==> config.mk <==
export PLATFORM = sky130hd
export DESIGN_NAME = xoshiro_bounded_random_generator_unit
export DESIGN_NICKNAME = d
export VERILOG_FILES = /design/src/xbrg_pkg.sv /design/src/xbrg_dpath.sv /design/src/xbrg_ctrl.sv /design/src/xoshiro_bounded_random_generator_unit.sv
export VERILOG_INCLUDE_DIRS = /design/src /design/src/src
export SDC_FILE = /design/constraint.sdc
export NUM_CORES = 2
export LEC_CHECK = 0
export BUFFER_PORTS_ARGS = -buffer_cell sky130_fd_sc_hd__buf_2
export CAP_MARGIN = 20
export CORE_MARGIN = 10
export CORE_UTILIZATION = 55
export DETAILED_ROUTE_END_ITERATION = 16
export PLACE_DENSITY = 0.71
export RECOVER_POWER = 25
export SLEW_MARGIN = 20
export SYNTH_ARGS = -nofsm -noshare
export SYNTH_HDL_FRONTEND = slang
export SYNTH_SLANG_ARGS = --single-unit
export TNS_END_PERCENT = 5
==> constraint.sdc <==
create_clock -name clk -period 38.6 [get_ports clk]
set_input_delay 3.86 -clock clk [delete_from_list [all_inputs] [get_ports clk]]
set_output_delay 3.86 -clock clk [all_outputs]
set_load 0.02 [all_outputs]
==> src/xoshiro_bounded_random_generator_unit_defines.svh <==
// assertion macros shared by the generator modules
`ifndef XOSHIRO_BOUNDED_RANDOM_GENERATOR_UNIT_DEFINES_SVH
`define XOSHIRO_BOUNDED_RANDOM_GENERATOR_UNIT_DEFINES_SVH

`ifndef SYNTHESIS
// same-cycle implication
`define XBRG_ASSERT(lbl, clk_sig, rst_sig, ante, cons) \
	lbl: assert property (@(posedge clk_sig) disable iff (!rst_sig) (ante) |-> (cons)) \
		else $error("%m: check failed");
// next-cycle implication
`define XBRG_ASSERT_NEXT(lbl, clk_sig, rst_sig, ante, cons) \
	lbl: assert property (@(posedge clk_sig) disable iff (!rst_sig) (ante) |=> (cons)) \
		else $error("%m: check failed");
`else
`define XBRG_ASSERT(lbl, clk_sig, rst_sig, ante, cons)
`define XBRG_ASSERT_NEXT(lbl, clk_sig, rst_sig, ante, cons)
`endif

`endif

==> src/xbrg_pkg.sv <==
package xbrg_pkg;

	localparam int unsigned WORD_W = 64;
	localparam int unsigned HALF_W = 32;
	localparam int unsigned FRAC_SHIFT = 11;
	localparam int unsigned STATE_SHIFT = 17;
	localparam int unsigned STATE_ROT = 45;
	localparam int unsigned OUT_ROT = 7;

	localparam logic [WORD_W-1:0] GOLDEN_GAMMA = 64'h9E37_79B9_7F4A_7C15;
	localparam logic [WORD_W-1:0] MIX_MUL_ONE = 64'hBF58_476D_1CE4_E5B9;
	localparam logic [WORD_W-1:0] MIX_MUL_TWO = 64'h94D0_49BB_1331_11EB;

	localparam logic [1:0] LAST_WORD = 2'd3;

	typedef enum logic [1:0] {
		OP_RESEED  = 2'd0,
		OP_RAW     = 2'd1,
		OP_BOUNDED = 2'd2,
		OP_FRAC    = 2'd3
	} opcode_t;

	typedef enum logic [1:0] {
		RES_ZERO,
		RES_RAW,
		RES_FRAC,
		RES_BOUNDED
	} res_sel_t;

	typedef enum logic [1:0] {
		MUL_NONE,
		MUL_LL,
		MUL_HL,
		MUL_LH
	} mul_phase_t;

	typedef enum logic [3:0] {
		ST_INIT,
		ST_IDLE,
		ST_SM_ADD,
		ST_MUL_LL,
		ST_MUL_HL,
		ST_MUL_LH,
		ST_MIX,
		ST_STORE,
		ST_FIXZ,
		ST_SPAN,
		ST_MASK,
		ST_DRAW,
		ST_CHECK
	} state_t;

	typedef struct packed {
		logic       capture;
		logic       ctr_load;
		logic       ctr_zero;
		logic       sm_add;
		mul_phase_t mul;
		logic       mul_c2;
		logic       mix27;
		logic       store;
		logic       fix_zero;
		logic       span;
		logic       mask;
		logic       draw;
		logic       res_load;
		res_sel_t   res_sel;
	} dp_cmd_t;

	typedef struct packed {
		logic pick_ok;
		logic res_busy;
	} dp_sts_t;

endpackage

==> src/xbrg_dpath.sv <==
`include "xoshiro_bounded_random_generator_unit_defines.svh"

module xbrg_dpath (
	input  logic                clk,
	input  logic                arst_n,
	input  xbrg_pkg::dp_cmd_t   cmd,
	output xbrg_pkg::dp_sts_t   sts,
	input  logic signed [63:0]  value_a,
	input  logic signed [63:0]  value_b,
	output logic                out_valid,
	input  logic                out_ready,
	output logic [63:0]         result_value
);

	logic [63:0] s0_q, s1_q, s2_q, s3_q;
	logic [63:0] ctr_q, z_q, acc_q;
	logic [63:0] lo_q, hi_q, span_q, mask_q, word_q;
	logic [63:0] result_q;
	logic        out_valid_q;

	logic [63:0] ctr_next, coef;
	logic [31:0] mul_a, mul_b;
	logic [63:0] prod;
	logic [63:0] x5, x5_rot, draw_out;
	logic [63:0] n0, n1, n2, n3;
	logic [63:0] mask_m1, smear;
	logic [63:0] pick;
	logic        pick_ok;
	logic [63:0] res_d;

	assign ctr_next = ctr_q + xbrg_pkg::GOLDEN_GAMMA;

	// one shared 32x32 multiplier builds the low 64 bits from the LL, HL and LH partial products
	assign coef  = cmd.mul_c2 ? xbrg_pkg::MIX_MUL_TWO : xbrg_pkg::MIX_MUL_ONE;
	assign mul_a = (cmd.mul == xbrg_pkg::MUL_HL) ? z_q[63:32] : z_q[31:0];
	assign mul_b = (cmd.mul == xbrg_pkg::MUL_LH) ? coef[63:32] : coef[31:0];
	assign prod  = {32'd0, mul_a} * {32'd0, mul_b};

	// output scrambler: rotl(s1 * 5, 7) * 9 as shift-adds
	assign x5       = s1_q + (s1_q << 2);
	assign x5_rot   = (x5 << xbrg_pkg::OUT_ROT) | (x5 >> (xbrg_pkg::WORD_W - xbrg_pkg::OUT_ROT));
	assign draw_out = x5_rot + (x5_rot << 3);

	assign n2 = s2_q ^ s0_q;
	assign n3 = s3_q ^ s1_q;
	assign n1 = s1_q ^ n2;
	assign n0 = s0_q ^ n3;

	always_comb begin
		mask_m1 = span_q - 64'd1;
		smear   = mask_m1;
		smear   = smear | (smear >> 1);
		smear   = smear | (smear >> 2);
		smear   = smear | (smear >> 4);
		smear   = smear | (smear >> 8);
		smear   = smear | (smear >> 16);
		smear   = smear | (smear >> 32);
	end

	// a zero span stands for the full 64-bit range
	assign pick    = word_q & mask_q;
	assign pick_ok = (span_q == 64'd0) || (pick < span_q);

	always_comb begin
		case (cmd.res_sel)
			xbrg_pkg::RES_ZERO:    res_d = 64'd0;
			xbrg_pkg::RES_RAW:     res_d = draw_out;
			xbrg_pkg::RES_FRAC:    res_d = draw_out >> xbrg_pkg::FRAC_SHIFT;
			xbrg_pkg::RES_BOUNDED: res_d = lo_q + pick;
			default:               res_d = 64'd0;
		endcase
	end

	always_ff @(posedge clk) begin
		if (cmd.capture) begin
			lo_q <= $unsigned(value_a);
			hi_q <= $unsigned(value_b);
		end
		if (cmd.ctr_load) begin
			ctr_q <= cmd.ctr_zero ? 64'd0 : $unsigned(value_a);
		end else if (cmd.sm_add) begin
			ctr_q <= ctr_next;
		end
		if (cmd.sm_add) begin
			z_q <= ctr_next ^ (ctr_next >> 30);
		end else if (cmd.mix27) begin
			z_q <= acc_q ^ (acc_q >> 27);
		end
		if (cmd.mul == xbrg_pkg::MUL_LL) begin
			acc_q <= prod;
		end else if (cmd.mul != xbrg_pkg::MUL_NONE) begin
			acc_q <= acc_q + {prod[31:0], 32'd0};
		end
		// seeding shifts words in so the first one ends up in s0
		if (cmd.store) begin
			s0_q <= s1_q;
			s1_q <= s2_q;
			s2_q <= s3_q;
			s3_q <= acc_q ^ (acc_q >> 31);
		end else if (cmd.fix_zero) begin
			if ((s0_q | s1_q | s2_q | s3_q) == 64'd0) begin
				s0_q <= xbrg_pkg::GOLDEN_GAMMA;
			end
		end else if (cmd.draw) begin
			s0_q <= n0;
			s1_q <= n1;
			s2_q <= n2 ^ (s1_q << xbrg_pkg::STATE_SHIFT);
			s3_q <= (n3 << xbrg_pkg::STATE_ROT) |
				(n3 >> (xbrg_pkg::WORD_W - xbrg_pkg::STATE_ROT));
		end
		if (cmd.draw) begin
			word_q <= draw_out;
		end
		if (cmd.span) begin
			span_q <= hi_q - lo_q + 64'd1;
		end
		if (cmd.mask) begin
			mask_q <= smear;
		end
		if (cmd.res_load) begin
			result_q <= res_d;
		end
	end

	always_ff @(posedge clk or negedge arst_n) begin
		if (!arst_n) begin
			out_valid_q <= 1'b0;
		end else if (cmd.res_load) begin
			out_valid_q <= 1'b1;
		end else if (out_ready) begin
			out_valid_q <= 1'b0;
		end
	end

	assign out_valid    = out_valid_q;
	assign result_value = result_q;
	assign sts.pick_ok  = pick_ok;
	assign sts.res_busy = out_valid_q && !out_ready;

	`XBRG_ASSERT_NEXT(a_fix_nonzero, clk, arst_n, cmd.fix_zero, (s0_q | s1_q | s2_q | s3_q) != 64'd0)
	`XBRG_ASSERT_NEXT(a_mask_covers, clk, arst_n, cmd.mask, mask_q >= (span_q - 64'd1))
	`XBRG_ASSERT(a_pick_in_span, clk, arst_n, cmd.res_load && cmd.res_sel == xbrg_pkg::RES_BOUNDED && span_q != 64'd0, pick < span_q)

endmodule

==> src/xbrg_ctrl.sv <==
`include "xoshiro_bounded_random_generator_unit_defines.svh"

module xbrg_ctrl (
	input  logic              clk,
	input  logic              arst_n,
	input  logic              in_valid,
	output logic              in_ready,
	input  logic [1:0]        opcode,
	output xbrg_pkg::dp_cmd_t cmd,
	input  xbrg_pkg::dp_sts_t sts
);

	xbrg_pkg::state_t  state_q, state_d;
	xbrg_pkg::opcode_t op_q, op_d;
	logic              pass_q, pass_d;
	logic [1:0]        cnt_q, cnt_d;
	logic              init_q, init_d;

	always_ff @(posedge clk or negedge arst_n) begin
		if (!arst_n) begin
			state_q <= xbrg_pkg::ST_INIT;
			op_q    <= xbrg_pkg::OP_RESEED;
			pass_q  <= 1'b0;
			cnt_q   <= 2'd0;
			init_q  <= 1'b1;
		end else begin
			state_q <= state_d;
			op_q    <= op_d;
			pass_q  <= pass_d;
			cnt_q   <= cnt_d;
			init_q  <= init_d;
		end
	end

	always_comb begin
		state_d     = state_q;
		op_d        = op_q;
		pass_d      = pass_q;
		cnt_d       = cnt_q;
		init_d      = init_q;
		in_ready    = 1'b0;
		cmd         = '0;
		cmd.mul     = xbrg_pkg::MUL_NONE;
		cmd.res_sel = xbrg_pkg::RES_ZERO;
		case (state_q)
			// after reset the state is seeded from zero before any transaction
			xbrg_pkg::ST_INIT: begin
				cmd.ctr_load = 1'b1;
				cmd.ctr_zero = 1'b1;
				state_d      = xbrg_pkg::ST_SM_ADD;
			end
			xbrg_pkg::ST_IDLE: begin
				in_ready = 1'b1;
				if (in_valid) begin
					cmd.capture = 1'b1;
					op_d        = xbrg_pkg::opcode_t'(opcode);
					case (xbrg_pkg::opcode_t'(opcode))
						xbrg_pkg::OP_RESEED: begin
							cmd.ctr_load = 1'b1;
							state_d      = xbrg_pkg::ST_SM_ADD;
						end
						xbrg_pkg::OP_BOUNDED: state_d = xbrg_pkg::ST_SPAN;
						default:              state_d = xbrg_pkg::ST_DRAW;
					endcase
				end
			end
			xbrg_pkg::ST_SM_ADD: begin
				cmd.sm_add = 1'b1;
				state_d    = xbrg_pkg::ST_MUL_LL;
			end
			xbrg_pkg::ST_MUL_LL: begin
				cmd.mul    = xbrg_pkg::MUL_LL;
				cmd.mul_c2 = pass_q;
				state_d    = xbrg_pkg::ST_MUL_HL;
			end
			xbrg_pkg::ST_MUL_HL: begin
				cmd.mul    = xbrg_pkg::MUL_HL;
				cmd.mul_c2 = pass_q;
				state_d    = xbrg_pkg::ST_MUL_LH;
			end
			xbrg_pkg::ST_MUL_LH: begin
				cmd.mul    = xbrg_pkg::MUL_LH;
				cmd.mul_c2 = pass_q;
				state_d    = pass_q ? xbrg_pkg::ST_STORE : xbrg_pkg::ST_MIX;
			end
			xbrg_pkg::ST_MIX: begin
				cmd.mix27 = 1'b1;
				pass_d    = 1'b1;
				state_d   = xbrg_pkg::ST_MUL_LL;
			end
			xbrg_pkg::ST_STORE: begin
				cmd.store = 1'b1;
				pass_d    = 1'b0;
				cnt_d     = cnt_q + 2'd1;
				state_d   = (cnt_q == xbrg_pkg::LAST_WORD) ? xbrg_pkg::ST_FIXZ :
					xbrg_pkg::ST_SM_ADD;
			end
			xbrg_pkg::ST_FIXZ: begin
				// the zero fix is idempotent, so holding here while stalled is safe
				cmd.fix_zero = 1'b1;
				if (init_q) begin
					init_d  = 1'b0;
					state_d = xbrg_pkg::ST_IDLE;
				end else if (!sts.res_busy) begin
					cmd.res_load = 1'b1;
					cmd.res_sel  = xbrg_pkg::RES_ZERO;
					state_d      = xbrg_pkg::ST_IDLE;
				end
			end
			xbrg_pkg::ST_SPAN: begin
				cmd.span = 1'b1;
				state_d  = xbrg_pkg::ST_MASK;
			end
			xbrg_pkg::ST_MASK: begin
				cmd.mask = 1'b1;
				state_d  = xbrg_pkg::ST_DRAW;
			end
			xbrg_pkg::ST_DRAW: begin
				if (op_q == xbrg_pkg::OP_BOUNDED) begin
					cmd.draw = 1'b1;
					state_d  = xbrg_pkg::ST_CHECK;
				end else if (!sts.res_busy) begin
					cmd.draw     = 1'b1;
					cmd.res_load = 1'b1;
					cmd.res_sel  = (op_q == xbrg_pkg::OP_FRAC) ? xbrg_pkg::RES_FRAC :
						xbrg_pkg::RES_RAW;
					state_d      = xbrg_pkg::ST_IDLE;
				end
			end
			xbrg_pkg::ST_CHECK: begin
				if (!sts.pick_ok) begin
					state_d = xbrg_pkg::ST_DRAW;
				end else if (!sts.res_busy) begin
					cmd.res_load = 1'b1;
					cmd.res_sel  = xbrg_pkg::RES_BOUNDED;
					state_d      = xbrg_pkg::ST_IDLE;
				end
			end
			default: state_d = xbrg_pkg::ST_IDLE;
		endcase
	end

	`XBRG_ASSERT(a_no_overwrite, clk, arst_n, cmd.res_load, !sts.res_busy)
	`XBRG_ASSERT_NEXT(a_reseed_start, clk, arst_n, in_valid && in_ready && opcode == xbrg_pkg::OP_RESEED, state_q == xbrg_pkg::ST_SM_ADD)
	`XBRG_ASSERT_NEXT(a_last_store, clk, arst_n, cmd.store && cnt_q == xbrg_pkg::LAST_WORD, state_q == xbrg_pkg::ST_FIXZ && cnt_q == 2'd0)

endmodule

==> src/xoshiro_bounded_random_generator_unit.sv <==
// xoshiro256** random generator with splitmix64 seeding. Each accepted
// transaction yields exactly one result: opcode 0 reseeds from value_a and
// returns zero, 1 returns the next raw 64-bit word, 2 returns a uniform
// integer in [value_a, value_b] (signed bounds, span taken modulo 2^64, a
// wrapped span of zero meaning the full range), 3 returns the top 53 bits
// of the next word. A raw or fraction request draws one word and loads
// it into the output register once that register is free. A bounded
// request forms the span and mask, then draws until a masked word falls
// in the span (fewer than two draws on average). A reseed is paced by the
// single shared 32x32 multiplier that forms each of the eight 64-bit
// splitmix products in three passes. After reset the block runs the same
// seeding with seed zero before its first transaction. A finished result
// waits in an output register while the next transaction is accepted.
module xoshiro_bounded_random_generator_unit (
	input  logic               clk,
	input  logic               arst_n,
	input  logic               in_valid,
	output logic               in_ready,
	input  logic [1:0]         opcode,
	input  logic signed [63:0] value_a,
	input  logic signed [63:0] value_b,
	output logic               out_valid,
	input  logic               out_ready,
	output logic [63:0]        result_value
);

	xbrg_pkg::dp_cmd_t cmd;
	xbrg_pkg::dp_sts_t sts;

	xbrg_ctrl u_ctrl (
		.clk      (clk),
		.arst_n   (arst_n),
		.in_valid (in_valid),
		.in_ready (in_ready),
		.opcode   (opcode),
		.cmd      (cmd),
		.sts      (sts)
	);

	xbrg_dpath u_dpath (
		.clk          (clk),
		.arst_n       (arst_n),
		.cmd          (cmd),
		.sts          (sts),
		.value_a      (value_a),
		.value_b      (value_b),
		.out_valid    (out_valid),
		.out_ready    (out_ready),
		.result_value (result_value)
	);

endmodule
==> impl_results.md <==
* Hold Path Class: reg2reg
* Detailed Place HPWL at 262000 um
* Max-cap violations at 10
* Hold_ws at 476 ps
* Num Clock Sinks at 843
* Final Max Tran Viols at 697
* TritonCTS Buffers at 97
* RSZ-0062 raised after global routing: false
* CTS Root Cell: clkbuf_16
* Synth area leaders: edfxtp_1 (29%), fa_1 (19%), ha_1 (11%), xnor2_1 (5.4%), inv_1 (5.0%)
* Synth top cells by count: inv_1 (1158), edfxtp_1 (832), fa_1 (827)
* Setup bufs post-CTS at 0
* Syn nets at 10500
* Die area at 0.174 mm2
* Register bit total from synthesis at 843
* Seq/Total Area, Yosys at 29.0%
* Netlist cell types at 98
* Warnings, synthesis at 0
* Mean Syn Cell Area at 9.85 um2
* Crit path time final at 15060 ps
* Synth Cell Area at 0.0870 mm2
* Worst slew pin tran at 9660 ps
* Synth Instances at 8836
* Vias at 69300
* Vias in the first global route at 69200
* CP startpoint kind: register
* Core area at 0.157 mm2
* Initial antenna violation count at 26
* Hold-fix buffers, CTS at 0
* R2R cell count at 34
* Hold Path Stages at 1
* Drt first pass iters at 9
* Worst skew pair latency at 750 ps
* Top-count cell post-synth: inv_1
* Setup TNS Final at 0 ps
* Total wire length at 322000 um
* Dominant synthesized flop cell: edfxtp_1
* CTS tree: yes
* Final hold vios at 0
* Slew headroom at -544%
* Max clock buf depth at 3
* CTS clk-pin slew, worst paths at 70 ps
* Port Buffer Count at 199
* Residual DRC count at 0
* Layout Area Growth over Synthesis at 7.60%
* Layout cells sized above 1 at 6.20%
* DRT iter0 DRCs at 8661
* H-Tree Depth at 3
* Avg Vias per Cell at 6.26
* CP max-delay cell: clkbuf_1
* Post-CTS sizing at 0
* Largest net degree at the start of global routing at 245
* Nets at 10600
* Max stage delay on crit path at 1550 ps
* Final core utilization at 59.7%
* WP data required at 38960 ps
* Type of the worst setup path: reg2reg
* Synth top area share at 28.7%
* CP max FO at 44
* Die W at 418 um
* # setup viols final at 0
* Top cell by count, worst path: fa_1
* Grt ovf at 0
* Fill count at 13600
* Routability congestion estimate at 1.00
* Post-Route Skew at 70.0 ps
* Post-synth top area cell: edfxtp_1
* Post-synth EDFFs at 832
* Row cnt at 145
* Routed Antenna Nets at 0
* Share of synthesized registers carrying an async set or reset at 1.30%
* Status: finished, violations left
* Chip height at 418 um
* Final period utilization at 39.0%
* Failing checks: capacitance limit, slew limit
* Starting Density at 55.5%
* Global Route Usage Sum at 36.1%
* Max Fclk at 0.0664 GHz
* WL per Instance at 29.1 um
* Worst Setup End Kind: register
* WP data arrival at 15420 ps
* First-pass GRT wire length at 467000 um
* Ports at 200
==> worst max-delay path: cells and delay by family (launching register included) <==
family	cells	cell delay [ps]
simple gates	4	1590
compound gates	11	3090
xor+xnor	1	400
buf+inv	8	4220
flops	1	520
fa+ha+maj	10	4670
==> cell families after synthesis <==
group | count (synthesis) | share of synthesized area [%]
and+or+nand+nor | 2203 | 12.2
AOI/OAI and AO/OA | 1788 | 13.0
adders and majority gates | 1574 | 29.8
DFF | 843 | 29.0
buffers and inverters | 1493 | 6.45
xor gates and xnor gates | 894 | 9.03
muxes | 41 | 0.495
==> cell type report <==
type	count	area, um2	share of cell area [%]
antenna	21	52.6	0.0561
clock buffer	116	2500	2.67
clock inverter	64	837	0.894
inverter	1166	4380	4.68
multi-input combinational	6500	56300	60.2
sequential	843	25300	27.0
tap	2058	2570	2.75
timing repair buffer	293	1690	1.80
==> layout by cell type (no fill, tap or decap), types with 25 or more instances in the layout <==
master and n:
o31ai_1 38, o211ai_1 25, a21o_1 246, a211oi_1 33, a31oi_1 64, xor2_1 355
or2_2 39, edfxtp_1 832, nor2_1 513, and3_1 50, a211o_1 48, ha_1 745
clkbuf_1 28, nand3_1 105, nor4_1 97, nand2b_1 90, nand2_1 726, nor2b_1 79
and2_1 178, inv_1 1157, xnor2_1 534, nor3_1 94, nand4_1 112, a22o_1 31
fa_1 827, o21bai_1 69, a21oi_1 418, buf_4 84, buf_2 198, o21ai_0 551
clkbuf_16 97, o21a_1 45
==> metal layers <==
metal	global-route usage (%)	vias up	part of all wire, %	routed length (um)
li1	-	30300	-	-
met1	46.8	34300	39	125000
met2	57.1	3776	45	146000
met3	7.96	863	9.9	31800
met4	18.1	14	6.0	19400
met5	0	-	0.031	100
==> final timing paths <==
check | start | endpoint | slack, ps
setup / recovery | u_ctrl.state_q[3]$_DFFE_PN0P_ | u_dpath.acc_q[62]$_DFFE_PP_ | 23540
hold / removal | u_ctrl.cnt_q[0]$_DFFE_PN0P_ | u_ctrl.cnt_q[0]$_DFFE_PN0P_ | 480
setup reg to reg | u_ctrl.state_q[3]$_DFFE_PN0P_ | u_dpath.acc_q[62]$_DFFE_PP_ | 23540
hold reg to reg | u_ctrl.cnt_q[0]$_DFFE_PN0P_ | u_ctrl.cnt_q[0]$_DFFE_PN0P_ | 480
max in group asynchronous | arst_n | u_ctrl.pass_q$_DFFE_PN0P_ | 34890
min in group asynchronous | arst_n | u_ctrl.cnt_q[1]$_DFFE_PN0P_ | 3190
==> flip-flops by register name, indices dropped and copies added, names as in the netlist, 4 cells and up <==
signal,cells
u_ctrl.state_q,4
u_dpath.acc_q,64
u_dpath.ctr_q,64
u_dpath.hi_q,64
u_dpath.lo_q,64
u_dpath.mask_q,64
u_dpath.result_value,64
u_dpath.s0_q,64
u_dpath.s1_q,64
u_dpath.s2_q,64
u_dpath.s3_q,64
u_dpath.span_q,64
u_dpath.word_q,64
u_dpath.z_q,64
==> metrics by stage <==
stage	instance area, um2	setup WS, ps	std cells
after floorplan	87000	18990	8836
after global placement	90300	26190	10900
after global routing	93600	22840	11000
final	93600	23540	11100
after detailed placement	90300	26060	10900
after CTS	93600	25960	11000
Power is not shown: default switching activity piles up to over one toggle a cycle in this logic, so the estimate is an artifact.
